<file path="src/rtl/fswm_pkg.sv">
// shared types, widths and codes for the free space watermark monitor
package fswm_pkg;

  // field widths
  localparam int unsigned BLOCK_COUNT_W = 36;
  localparam int unsigned SIZE_W        = 21;
  localparam int unsigned PROD_W        = BLOCK_COUNT_W + SIZE_W;
  localparam int unsigned BYTES_W       = 56;
  localparam int unsigned TOTAL_W       = 62;
  localparam int unsigned KB_W          = 52;
  localparam int unsigned OUT_KB_W      = 31;
  localparam int unsigned PERIOD_W      = 4;
  localparam int unsigned KB_SHIFT      = 10;

  // configuration port
  localparam int unsigned CFG_INDEX_W = 2;
  localparam int unsigned CFG_DATA_W  = KB_W;

  localparam logic [CFG_INDEX_W-1:0] CFG_MIN_FREE_KB     = 2'd0;
  localparam logic [CFG_INDEX_W-1:0] CFG_HWM_FREE_KB     = 2'd1;
  localparam logic [CFG_INDEX_W-1:0] CFG_REMINDER_PERIOD = 2'd2;

  localparam logic [PERIOD_W-1:0] PERIOD_RESET = 4'd12;

  // default allocation unit when both sizes are zero
  localparam int unsigned DEFAULT_BLOCK_SIZE_DEF = 4096;

  // queue between front and back
  localparam int unsigned QUEUE_DEPTH = 2;

  // event codes of a result item
  typedef enum logic [1:0] {
    EV_NONE         = 2'd0,
    EV_BECAME_SHORT = 2'd1,
    EV_BECAME_OK    = 2'd2,
    EV_REMINDER     = 2'd3
  } space_event_e;

  // configuration registers
  typedef struct packed {
    logic [KB_W-1:0]     min_free_kb;
    logic [KB_W-1:0]     hwm_free_kb;
    logic [PERIOD_W-1:0] reminder_period;
  } fswm_cfg_t;

  // classified sample handed from front to back
  typedef struct packed {
    logic [BYTES_W-1:0] bytes;
    logic               counted;
    logic               last;
  } fswm_item_t;

endpackage

</file>
<file path="src/rtl/fswm_front.sv">
// front end: takes samples, multiplies out free bytes and classifies them
module fswm_front import fswm_pkg::*; #(
  parameter int unsigned DEFAULT_BLOCK_SIZE = DEFAULT_BLOCK_SIZE_DEF
) (
  input  logic                     clk_i,
  input  logic                     rst_ni,
  input  logic                     in_valid_i,
  output logic                     in_stall_o,
  input  logic [BLOCK_COUNT_W-1:0] block_count_i,
  input  logic [SIZE_W-1:0]        frag_size_i,
  input  logic [SIZE_W-1:0]        block_size_i,
  input  logic                     stat_ok_i,
  input  logic                     last_in_scan_i,
  input  logic [KB_W-1:0]          min_free_kb_i,
  input  logic                     q_full_i,
  output logic                     q_push_o,
  output fswm_item_t               q_item_o
);

  logic              valid_q;
  logic [PROD_W-1:0] prod_q, prod_d;
  logic              ok_q;
  logic              last_q;
  logic [SIZE_W-1:0] unit;
  logic              accept;
  logic [BYTES_W-1:0] bytes;
  logic [TOTAL_W-1:0] threshold;

  // allocation unit selection and product
  always_comb begin
    if (frag_size_i != '0) begin
      unit = frag_size_i;
    end else if (block_size_i != '0) begin
      unit = block_size_i;
    end else begin
      unit = SIZE_W'(DEFAULT_BLOCK_SIZE);
    end
    prod_d = PROD_W'(block_count_i) * PROD_W'(unit);
  end

  // handshake of the multiply stage
  assign q_push_o   = valid_q && !q_full_i;
  assign in_stall_o = valid_q && q_full_i;
  assign accept     = in_valid_i && !in_stall_o;

  always_ff @(posedge clk_i or negedge rst_ni) begin
    if (!rst_ni) begin
      valid_q <= 1'b0;
    end else if (accept) begin
      valid_q <= 1'b1;
    end else if (q_push_o) begin
      valid_q <= 1'b0;
    end
  end

  always_ff @(posedge clk_i) begin
    if (accept) begin
      prod_q <= prod_d;
      ok_q   <= stat_ok_i;
      last_q <= last_in_scan_i;
    end
  end

  // saturate free bytes and compare against the minimum
  assign bytes     = prod_q[PROD_W-1] ? {BYTES_W{1'b1}} : prod_q[BYTES_W-1:0];
  assign threshold = {min_free_kb_i, {KB_SHIFT{1'b0}}};

  always_comb begin
    q_item_o.bytes   = bytes;
    q_item_o.counted = ok_q && ({{(TOTAL_W-BYTES_W){1'b0}}, bytes} >= threshold);
    q_item_o.last    = last_q;
  end

endmodule

</file>
<file path="src/rtl/fswm_queue.sv">
// small queue that decouples the front end from the back end
module fswm_queue import fswm_pkg::*; (
  input  logic       clk_i,
  input  logic       rst_ni,
  input  logic       push_i,
  input  fswm_item_t item_i,
  output logic       full_o,
  input  logic       pop_i,
  output logic       empty_o,
  output fswm_item_t item_o
);

  localparam int unsigned PTR_W = (QUEUE_DEPTH > 1) ? $clog2(QUEUE_DEPTH) : 1;
  localparam int unsigned CNT_W = $clog2(QUEUE_DEPTH + 1);
  localparam logic [PTR_W-1:0] LAST_PTR = PTR_W'(QUEUE_DEPTH - 1);

  fswm_item_t        entry_q [QUEUE_DEPTH];
  logic [PTR_W-1:0]  wr_ptr_q, rd_ptr_q;
  logic [CNT_W-1:0]  count_q;

  assign full_o  = (count_q == CNT_W'(QUEUE_DEPTH));
  assign empty_o = (count_q == '0);
  assign item_o  = entry_q[rd_ptr_q];

  // pointers and fill level
  always_ff @(posedge clk_i or negedge rst_ni) begin
    if (!rst_ni) begin
      wr_ptr_q <= '0;
      rd_ptr_q <= '0;
      count_q  <= '0;
    end else begin
      if (push_i) begin
        wr_ptr_q <= (wr_ptr_q == LAST_PTR) ? '0 : wr_ptr_q + 1'b1;
      end
      if (pop_i) begin
        rd_ptr_q <= (rd_ptr_q == LAST_PTR) ? '0 : rd_ptr_q + 1'b1;
      end
      if (push_i && !pop_i) begin
        count_q <= count_q + 1'b1;
      end else if (pop_i && !push_i) begin
        count_q <= count_q - 1'b1;
      end
    end
  end

  // entry storage
  always_ff @(posedge clk_i) begin
    if (push_i) begin
      entry_q[wr_ptr_q] <= item_i;
    end
  end

endmodule

</file>
<file path="src/rtl/fswm_back.sv">
// back end: accumulates counted samples and closes each scan with a result
module fswm_back import fswm_pkg::*; (
  input  logic                clk_i,
  input  logic                rst_ni,
  input  fswm_cfg_t           cfg_i,
  input  logic                q_empty_i,
  input  fswm_item_t          q_item_i,
  output logic                q_pop_o,
  output logic                out_valid_o,
  input  logic                out_stall_i,
  output logic [OUT_KB_W-1:0] max_free_kb_o,
  output logic [OUT_KB_W-1:0] total_free_kb_o,
  output logic                short_of_space_o,
  output logic [1:0]          space_event_o
);

  localparam logic [TOTAL_W-1:0] TOTAL_MAX = {TOTAL_W{1'b1}};

  // kilobytes saturated to the output width
  function automatic logic [OUT_KB_W-1:0] kb_sat(input logic [KB_W-1:0] kb);
    logic high;
    high = |kb[KB_W-1:OUT_KB_W];
    return high ? {OUT_KB_W{1'b1}} : kb[OUT_KB_W-1:0];
  endfunction

  logic [BYTES_W-1:0] largest_q, largest_new;
  logic [TOTAL_W-1:0] total_q, total_new;
  logic [TOTAL_W:0]   sum;

  logic               close_valid_q;
  logic [BYTES_W-1:0] close_largest_q;
  logic [TOTAL_W-1:0] close_total_q;
  logic               close_ready;
  logic               fire;

  logic                space_short_q, space_short_d;
  logic [PERIOD_W-1:0] reminder_count_q, reminder_count_d;
  logic                first_done_q;
  space_event_e        event_d;

  logic [KB_W-1:0] max_kb;
  logic [KB_W-1:0] total_kb;
  logic            now_short;

  logic                out_valid_q;
  logic [OUT_KB_W-1:0] out_max_q;
  logic [OUT_KB_W-1:0] out_total_q;
  logic                out_short_q;
  space_event_e        out_event_q;

  // handshakes between the two back stages
  assign close_ready = !out_valid_q || !out_stall_i;
  assign fire        = close_valid_q && close_ready;
  assign q_pop_o     = !q_empty_i && (!close_valid_q || close_ready);

  // accumulate largest and saturating total
  always_comb begin
    sum         = {1'b0, total_q} + {{(TOTAL_W-BYTES_W+1){1'b0}}, q_item_i.bytes};
    largest_new = largest_q;
    total_new   = total_q;
    if (q_item_i.counted) begin
      total_new = sum[TOTAL_W] ? TOTAL_MAX : sum[TOTAL_W-1:0];
      if (q_item_i.bytes > largest_q) begin
        largest_new = q_item_i.bytes;
      end
    end
  end

  always_ff @(posedge clk_i or negedge rst_ni) begin
    if (!rst_ni) begin
      largest_q     <= '0;
      total_q       <= '0;
      close_valid_q <= 1'b0;
    end else begin
      if (q_pop_o) begin
        if (q_item_i.last) begin
          largest_q <= '0;
          total_q   <= '0;
        end else begin
          largest_q <= largest_new;
          total_q   <= total_new;
        end
      end
      if (q_pop_o && q_item_i.last) begin
        close_valid_q <= 1'b1;
      end else if (close_ready) begin
        close_valid_q <= 1'b0;
      end
    end
  end

  always_ff @(posedge clk_i) begin
    if (q_pop_o && q_item_i.last) begin
      close_largest_q <= largest_new;
      close_total_q   <= total_new;
    end
  end

  // hysteresis decision and event code
  assign max_kb   = KB_W'(close_largest_q[BYTES_W-1:KB_SHIFT]);
  assign total_kb = close_total_q[TOTAL_W-1:KB_SHIFT];

  always_comb begin
    now_short        = max_kb < (space_short_q ? cfg_i.hwm_free_kb : cfg_i.min_free_kb);
    space_short_d    = space_short_q;
    reminder_count_d = reminder_count_q;
    event_d          = EV_NONE;
    if (!first_done_q) begin
      space_short_d = max_kb < cfg_i.min_free_kb;
    end else begin
      if (now_short != space_short_q) begin
        event_d       = now_short ? EV_BECAME_SHORT : EV_BECAME_OK;
        space_short_d = now_short;
      end else if (space_short_q && reminder_count_q == '0) begin
        event_d = EV_REMINDER;
      end
      reminder_count_d = (reminder_count_q != '0) ? reminder_count_q - 1'b1
                                                  : cfg_i.reminder_period;
    end
  end

  always_ff @(posedge clk_i or negedge rst_ni) begin
    if (!rst_ni) begin
      space_short_q    <= 1'b0;
      reminder_count_q <= '0;
      first_done_q     <= 1'b0;
    end else if (fire) begin
      space_short_q    <= space_short_d;
      reminder_count_q <= reminder_count_d;
      first_done_q     <= 1'b1;
    end
  end

  // result register
  always_ff @(posedge clk_i or negedge rst_ni) begin
    if (!rst_ni) begin
      out_valid_q <= 1'b0;
    end else if (fire) begin
      out_valid_q <= 1'b1;
    end else if (!out_stall_i) begin
      out_valid_q <= 1'b0;
    end
  end

  always_ff @(posedge clk_i) begin
    if (fire) begin
      out_max_q   <= kb_sat(max_kb);
      out_total_q <= kb_sat(total_kb);
      out_short_q <= space_short_d;
      out_event_q <= event_d;
    end
  end

  assign out_valid_o      = out_valid_q;
  assign max_free_kb_o    = out_max_q;
  assign total_free_kb_o  = out_total_q;
  assign short_of_space_o = out_short_q;
  assign space_event_o    = out_event_q;

endmodule

</file>
<file path="src/rtl/free_space_watermark_monitor.sv">
// top level of the free space watermark monitor
// Takes one filesystem sample per item and sustains one item per clock cycle when
// no stall holds the flow: the front end multiplies block count by allocation unit
// in one 36x21 bit multiplier stage, a two-entry queue separates it from the back
// end, and the back end folds one sample per cycle, unless the scan close is held,
// into the largest and saturating total with a single 62-bit adder. The item marked
// last in scan yields one result item that passes the multiply stage, the queue,
// the scan close register with the hysteresis decision behind it and the result
// register; other items yield none. Configuration writes are taken every cycle and
// are meant to happen while the block is idle.
module free_space_watermark_monitor import fswm_pkg::*; #(
  parameter int unsigned DEFAULT_BLOCK_SIZE = DEFAULT_BLOCK_SIZE_DEF
) (
  input  logic                     clk_i,
  input  logic                     rst_ni,
  input  logic                     in_valid_i,
  output logic                     in_stall_o,
  input  logic [BLOCK_COUNT_W-1:0] block_count_i,
  input  logic [SIZE_W-1:0]        frag_size_i,
  input  logic [SIZE_W-1:0]        block_size_i,
  input  logic                     stat_ok_i,
  input  logic                     last_in_scan_i,
  output logic                     out_valid_o,
  input  logic                     out_stall_i,
  output logic [OUT_KB_W-1:0]      max_free_kb_o,
  output logic [OUT_KB_W-1:0]      total_free_kb_o,
  output logic                     short_of_space_o,
  output logic [1:0]               space_event_o,
  input  logic                     cfg_valid_i,
  output logic                     cfg_ready_o,
  input  logic [CFG_INDEX_W-1:0]   cfg_index_i,
  input  logic [CFG_DATA_W-1:0]    cfg_data_i
);

  fswm_cfg_t  cfg_q;
  logic       q_push, q_full, q_pop, q_empty;
  fswm_item_t q_wr_item, q_rd_item;

  // configuration registers
  assign cfg_ready_o = 1'b1;

  always_ff @(posedge clk_i or negedge rst_ni) begin
    if (!rst_ni) begin
      cfg_q.min_free_kb     <= '0;
      cfg_q.hwm_free_kb     <= '0;
      cfg_q.reminder_period <= PERIOD_RESET;
    end else if (cfg_valid_i && cfg_ready_o) begin
      unique case (cfg_index_i)
        CFG_MIN_FREE_KB:     cfg_q.min_free_kb     <= cfg_data_i;
        CFG_HWM_FREE_KB:     cfg_q.hwm_free_kb     <= cfg_data_i;
        CFG_REMINDER_PERIOD: cfg_q.reminder_period <= cfg_data_i[PERIOD_W-1:0];
        default: ;
      endcase
    end
  end

  // front end
  fswm_front #(
    .DEFAULT_BLOCK_SIZE(DEFAULT_BLOCK_SIZE)
  ) u_front (
    .clk_i          (clk_i),
    .rst_ni         (rst_ni),
    .in_valid_i     (in_valid_i),
    .in_stall_o     (in_stall_o),
    .block_count_i  (block_count_i),
    .frag_size_i    (frag_size_i),
    .block_size_i   (block_size_i),
    .stat_ok_i      (stat_ok_i),
    .last_in_scan_i (last_in_scan_i),
    .min_free_kb_i  (cfg_q.min_free_kb),
    .q_full_i       (q_full),
    .q_push_o       (q_push),
    .q_item_o       (q_wr_item)
  );

  // queue
  fswm_queue u_queue (
    .clk_i   (clk_i),
    .rst_ni  (rst_ni),
    .push_i  (q_push),
    .item_i  (q_wr_item),
    .full_o  (q_full),
    .pop_i   (q_pop),
    .empty_o (q_empty),
    .item_o  (q_rd_item)
  );

  // back end
  fswm_back u_back (
    .clk_i            (clk_i),
    .rst_ni           (rst_ni),
    .cfg_i            (cfg_q),
    .q_empty_i        (q_empty),
    .q_item_i         (q_rd_item),
    .q_pop_o          (q_pop),
    .out_valid_o      (out_valid_o),
    .out_stall_i      (out_stall_i),
    .max_free_kb_o    (max_free_kb_o),
    .total_free_kb_o  (total_free_kb_o),
    .short_of_space_o (short_of_space_o),
    .space_event_o    (space_event_o)
  );

  // assertions
  a_no_push_when_full : assert property (@(posedge clk_i) disable iff (!rst_ni)
    q_full |-> !q_push)
    else $error("item pushed into a full queue");

  a_no_pop_when_empty : assert property (@(posedge clk_i) disable iff (!rst_ni)
    q_pop |-> !q_empty)
    else $error("item popped from an empty queue");

  a_short_event_flag : assert property (@(posedge clk_i) disable iff (!rst_ni)
    out_valid_o && (space_event_o == EV_BECAME_SHORT || space_event_o == EV_REMINDER)
    |-> short_of_space_o)
    else $error("short event without short flag");

  a_ok_event_flag : assert property (@(posedge clk_i) disable iff (!rst_ni)
    out_valid_o && space_event_o == EV_BECAME_OK |-> !short_of_space_o)
    else $error("sufficient event with short flag");

endmodule

</file>
<file path="config.mk">
export PLATFORM = sky130hd
export DESIGN_NAME = free_space_watermark_monitor
export DESIGN_NICKNAME = d
export VERILOG_FILES = /design/src/rtl/fswm_pkg.sv /design/src/rtl/fswm_front.sv /design/src/rtl/fswm_queue.sv /design/src/rtl/fswm_back.sv /design/src/rtl/free_space_watermark_monitor.sv
export SDC_FILE = /design/constraint.sdc
export NUM_CORES = 2
export LEC_CHECK = 0
export ABC_AREA = 1
export BUFFER_PORTS_ARGS = -buffer_cell sky130_fd_sc_hd__buf_2
export CORE_MARGIN = 2
export CORE_UTILIZATION = 65
export DETAILED_ROUTE_END_ITERATION = 10
export PLACE_DENSITY_LB_ADDON = 0.3
export SLEW_MARGIN = 20
export SYNTH_ARGS = -nofsm -noshare
export SYNTH_HDL_FRONTEND = slang
export SYNTH_HIERARCHICAL = 1
export SYNTH_SLANG_ARGS = --single-unit
</file>
<file path="constraint.sdc">
create_clock -name clk_i -period 7.8 [get_ports clk_i]
set_input_delay 0.78 -clock clk_i [delete_from_list [all_inputs] [get_ports clk_i]]
set_output_delay 0.78 -clock clk_i [all_outputs]
set_load 0.01 [all_outputs]
</file>
==> flow_summary.ini <==
[status]
outcome = completed

[synthesis]
synth.ff_latch_count = 577
compound_gate_portion_of_the_synthesized_area_pct = 3.93
syn_avg_cell_area_um2 = 7.84
synth_async_sr_flop_share_pct = 41.4
synth_nets = 8878
yosys_warnings = 6
synth_flop_cell = edfxtp_1
mappedNetlistArea_mm2 = 0.0602
synth.mux.area_fraction_pct = 1.15
yosys.area_share.xor_xnor_pct = 1.00
post_synthesis_share_of_cell_area_spent_on_full_adders_half_adders_and_majority_gates_pct = 30.1
synth_top_family_by_area = adder cells
yosysUniqueCellTypes = 54
seq_area_frac_synth_pct = 26.8
synth_simple_gate_area_share_pct = 24.3
synth-edff-count = 338
postSynthCellCount = 7676

[timing]
rsz0062_at_grt = no
fin_setup_tns_ps = 0
min_period_over_period_pct = 94.1
tightest_slew_ps = 1050
timing.final.max_slew_violations = 0
total_setup_violations_reported_at_the_end_of_the_flow = 0
max-slew-margin-rel_pct = 29.6
final_period_minus_worst_setup_slack_ps = 7340
clock-skew-final_ps = 26.2
max_clock_freq_mhz = 136
timing.final.hold_violations = 0

[global_route]
grt.busiest_layer = met2
grt-ovfl-total = 0
grt.met2_usage_pct = 67.2
grt_util_met3_pct = 5.39
global_route.usage.total_pct = 40.2
met1_usage_pct = 49.1
grt_antenna_before_repair = 2
pin_count_of_the_biggest_net_entering_global_routing = 119
first_global_vias = 51524
grt_pass1_wl_um = 290000

[die]
std_cell_rows = 111
fp.dieH_um = 308
starting_density_of_the_core_pct = 65.6
boundaryPins = 207
die_area_mm2 = 0.0950
dieWidth_um = 308
core_area_mm2 = 0.0917

[critical_path]
critical_path_buf_inv_count = 9
timing.rr.end = u_back/close_largest_q[53]$_DFFE_PP_
critical-path-top-cell-by-count = fa_1
setup.worst_path.class = input pin to flip-flop
path_delay_family = adder cells
worstSetupStartpointType = input pin
worstPathArrival_ps = 7730
worst-r2r-cell-count = 14
crit_path_max_fanout = 17
r2r_setup_slack_ps = 3260
timing.critical_path.slowest_cell_delay_ps = 570
critical_path_stages = 30
worstPathRequired_ps = 8190
cp-end-kind = flip-flop
cpMaxStageDelayCell = fa_1
timing.rr.start = u_queue/rd_ptr_q$_DFFE_PN0P_

[min_path]
hold_path_class = input pin to asynchronous set/reset pin

[cells_and_area]
final.fill_count = 7352
final_stage_net_count = 9140
mostFrequentLayoutCells = 2043 x nand2_1, 1682 x inv_1, 705 x nor2_1
final_common_cell = nand2_1
drive_above_1_share_pct = 9.32
layout-area-overhead-vs-synth_pct = 9.08
final_core_util_pct = 71.6
layout.area.seq_mm2 = 0.0161
postLayoutCellArea_mm2 = 0.0656
layoutNonFillerInstCount = 9170
multi_input_comb_area_mm2 = 0.0365

[place]
dp.cells = 9069
place_hpwl_um = 152000
port-buffer-count = 205
routabilityCongestion = 1.01
place_area_mm2 = 0.0638

[routing]
detail_route.wl_per_cell_um = 20.6
vias = 51501
first_pass_iters = 6
detailedRoute.firstIterationViolations = 5232
ant_nets = 0
vias_per_cell = 5.62
totalWireLength_um = 189000
route.detailed.drc = 0

[clock_network]
clk_path_buf_depth = 3
clockRootBuffer = clkbuf_16
number_of_hold_buffers_added_after_cts = 0
cts_setup_buffers = 0
cts_resized = 0
tritoncts.num_buffers = 53
clkSinkCount = 577
h-tree-depth = 2
clock_insertion_delay_worst_skew_ps = 640
worst_path_clk_slew_ps = 70
cts_tree = built

[run]
cap_viol_max_count = 0
[per-stage QoR]
| stage | worst slack (ps) | hold slack [ps] |
|---|---|---|
| after floorplan | 616 | 437 |
| after global placement | -136 | 450 |
| after detailed placement | -186 | 453 |
| after CTS | 473 | 78.7 |
| after global routing | 100 | 104 |
| final | 460 | 82.0 |
[sequential cells by signal (all words and copies together), names as in the netlist, 4 cells and up]
signal,flops
u_back/close_total_q,52
u_back/total_q,62
u_back/largest_q,56
u_back/close_largest_q,46
cfg_q,108
u_back/reminder_count_q,4
u_queue/entry_q,116
u_back/max_free_kb_o,31
u_back/total_free_kb_o,31
u_front/prod_q,57
[worst register-to-register path, cell delays in order, from the launching register on]
cell and delay (ps):
dfrtp_2 700, buf_4 430, mux2_2 470, ha_1 310, nand2_1 60, nor2_1 160, nand2_1 130, nor2_1 290
nand4_1 170, inv_1 80, nand2_1 60, nand2_2 550, buf_4 460, nand3_1 160, and2_1 240
[worst max-delay path by stage]
stage / from / to / slack [ps]
after CTS: frag_size_i[18] / u_front/prod_q[39]$_DFFE_PP_ / 470
after global placement: frag_size_i[4] / u_front/prod_q[39]$_DFFE_PP_ / -140
after detailed placement: frag_size_i[18] / u_front/prod_q[39]$_DFFE_PP_ / -190
final: frag_size_i[18] / u_front/prod_q[39]$_DFFE_PP_ / 460
after global routing: frag_size_i[4] / u_front/prod_q[55]$_DFFE_PP_ / 100
after floorplan: frag_size_i[18] / u_front/prod_q[55]$_DFFE_PP_ / 620
[layout make-up]
cell class / count / share of cell area, %
Inverter: 1708 / 9.77
Tap cell: 1186 / 2.26
Multi-Input combinational cell: 5140 / 55.6
Sequential cell: 577 / 24.6
Clock buffer: 71 / 2.29
Clock inverter: 29 / 0.427
Antenna cell: 1 / 0.00381
Timing Repair Buffer: 458 / 5.01
[layer usage]
metal | vias to the layer above | routed length, µm
met1 | 24449 | 69300
met3 | 641 | 15400
met5 | - | 0
li1 | 23790 | -
met2 | 2621 | 89500
met4 | 0 | 14700
[cell usage after synthesis, types with 48 or more instances]
cell      instances  share of area (%)
dfrtp_1         237                9.9
buf_2            96               0.80
a21oi_1         192                1.6
xor2_1           62               0.90
nand4_1         109                1.1
ha_1            419                8.7
inv_1          1684                 11
edfxtp_1        338                 17
fa_1            644                 21
nor2_1          712                4.4
mux2_2           48               0.90
nand3_1         444                3.7
clkbuf_1        126               0.79
and2_1           62               0.64
nand2_1        2046                 13
o21ai_0         127                1.1
or2_2            70               0.73
[cell families (layout without fill, tap and decap cells)]
| kind of cell | after synthesis | count (layout) |
|---|---|---|
| buffers and inverters | 1959 | 2266 |
| other | 1 | 2 |
| adders and majority gates | 1063 | 1063 |
| AOI/OAI and AO/OA | 423 | 423 |
| DFF | 577 | 577 |
| muxes | 58 | 58 |
| xor gates and xnor gates | 69 | 69 |
| and+or+nand+nor | 3526 | 3526 |
Power is not shown: default switching activity piles up to over one toggle a cycle in this logic, so the estimate is an artifact.
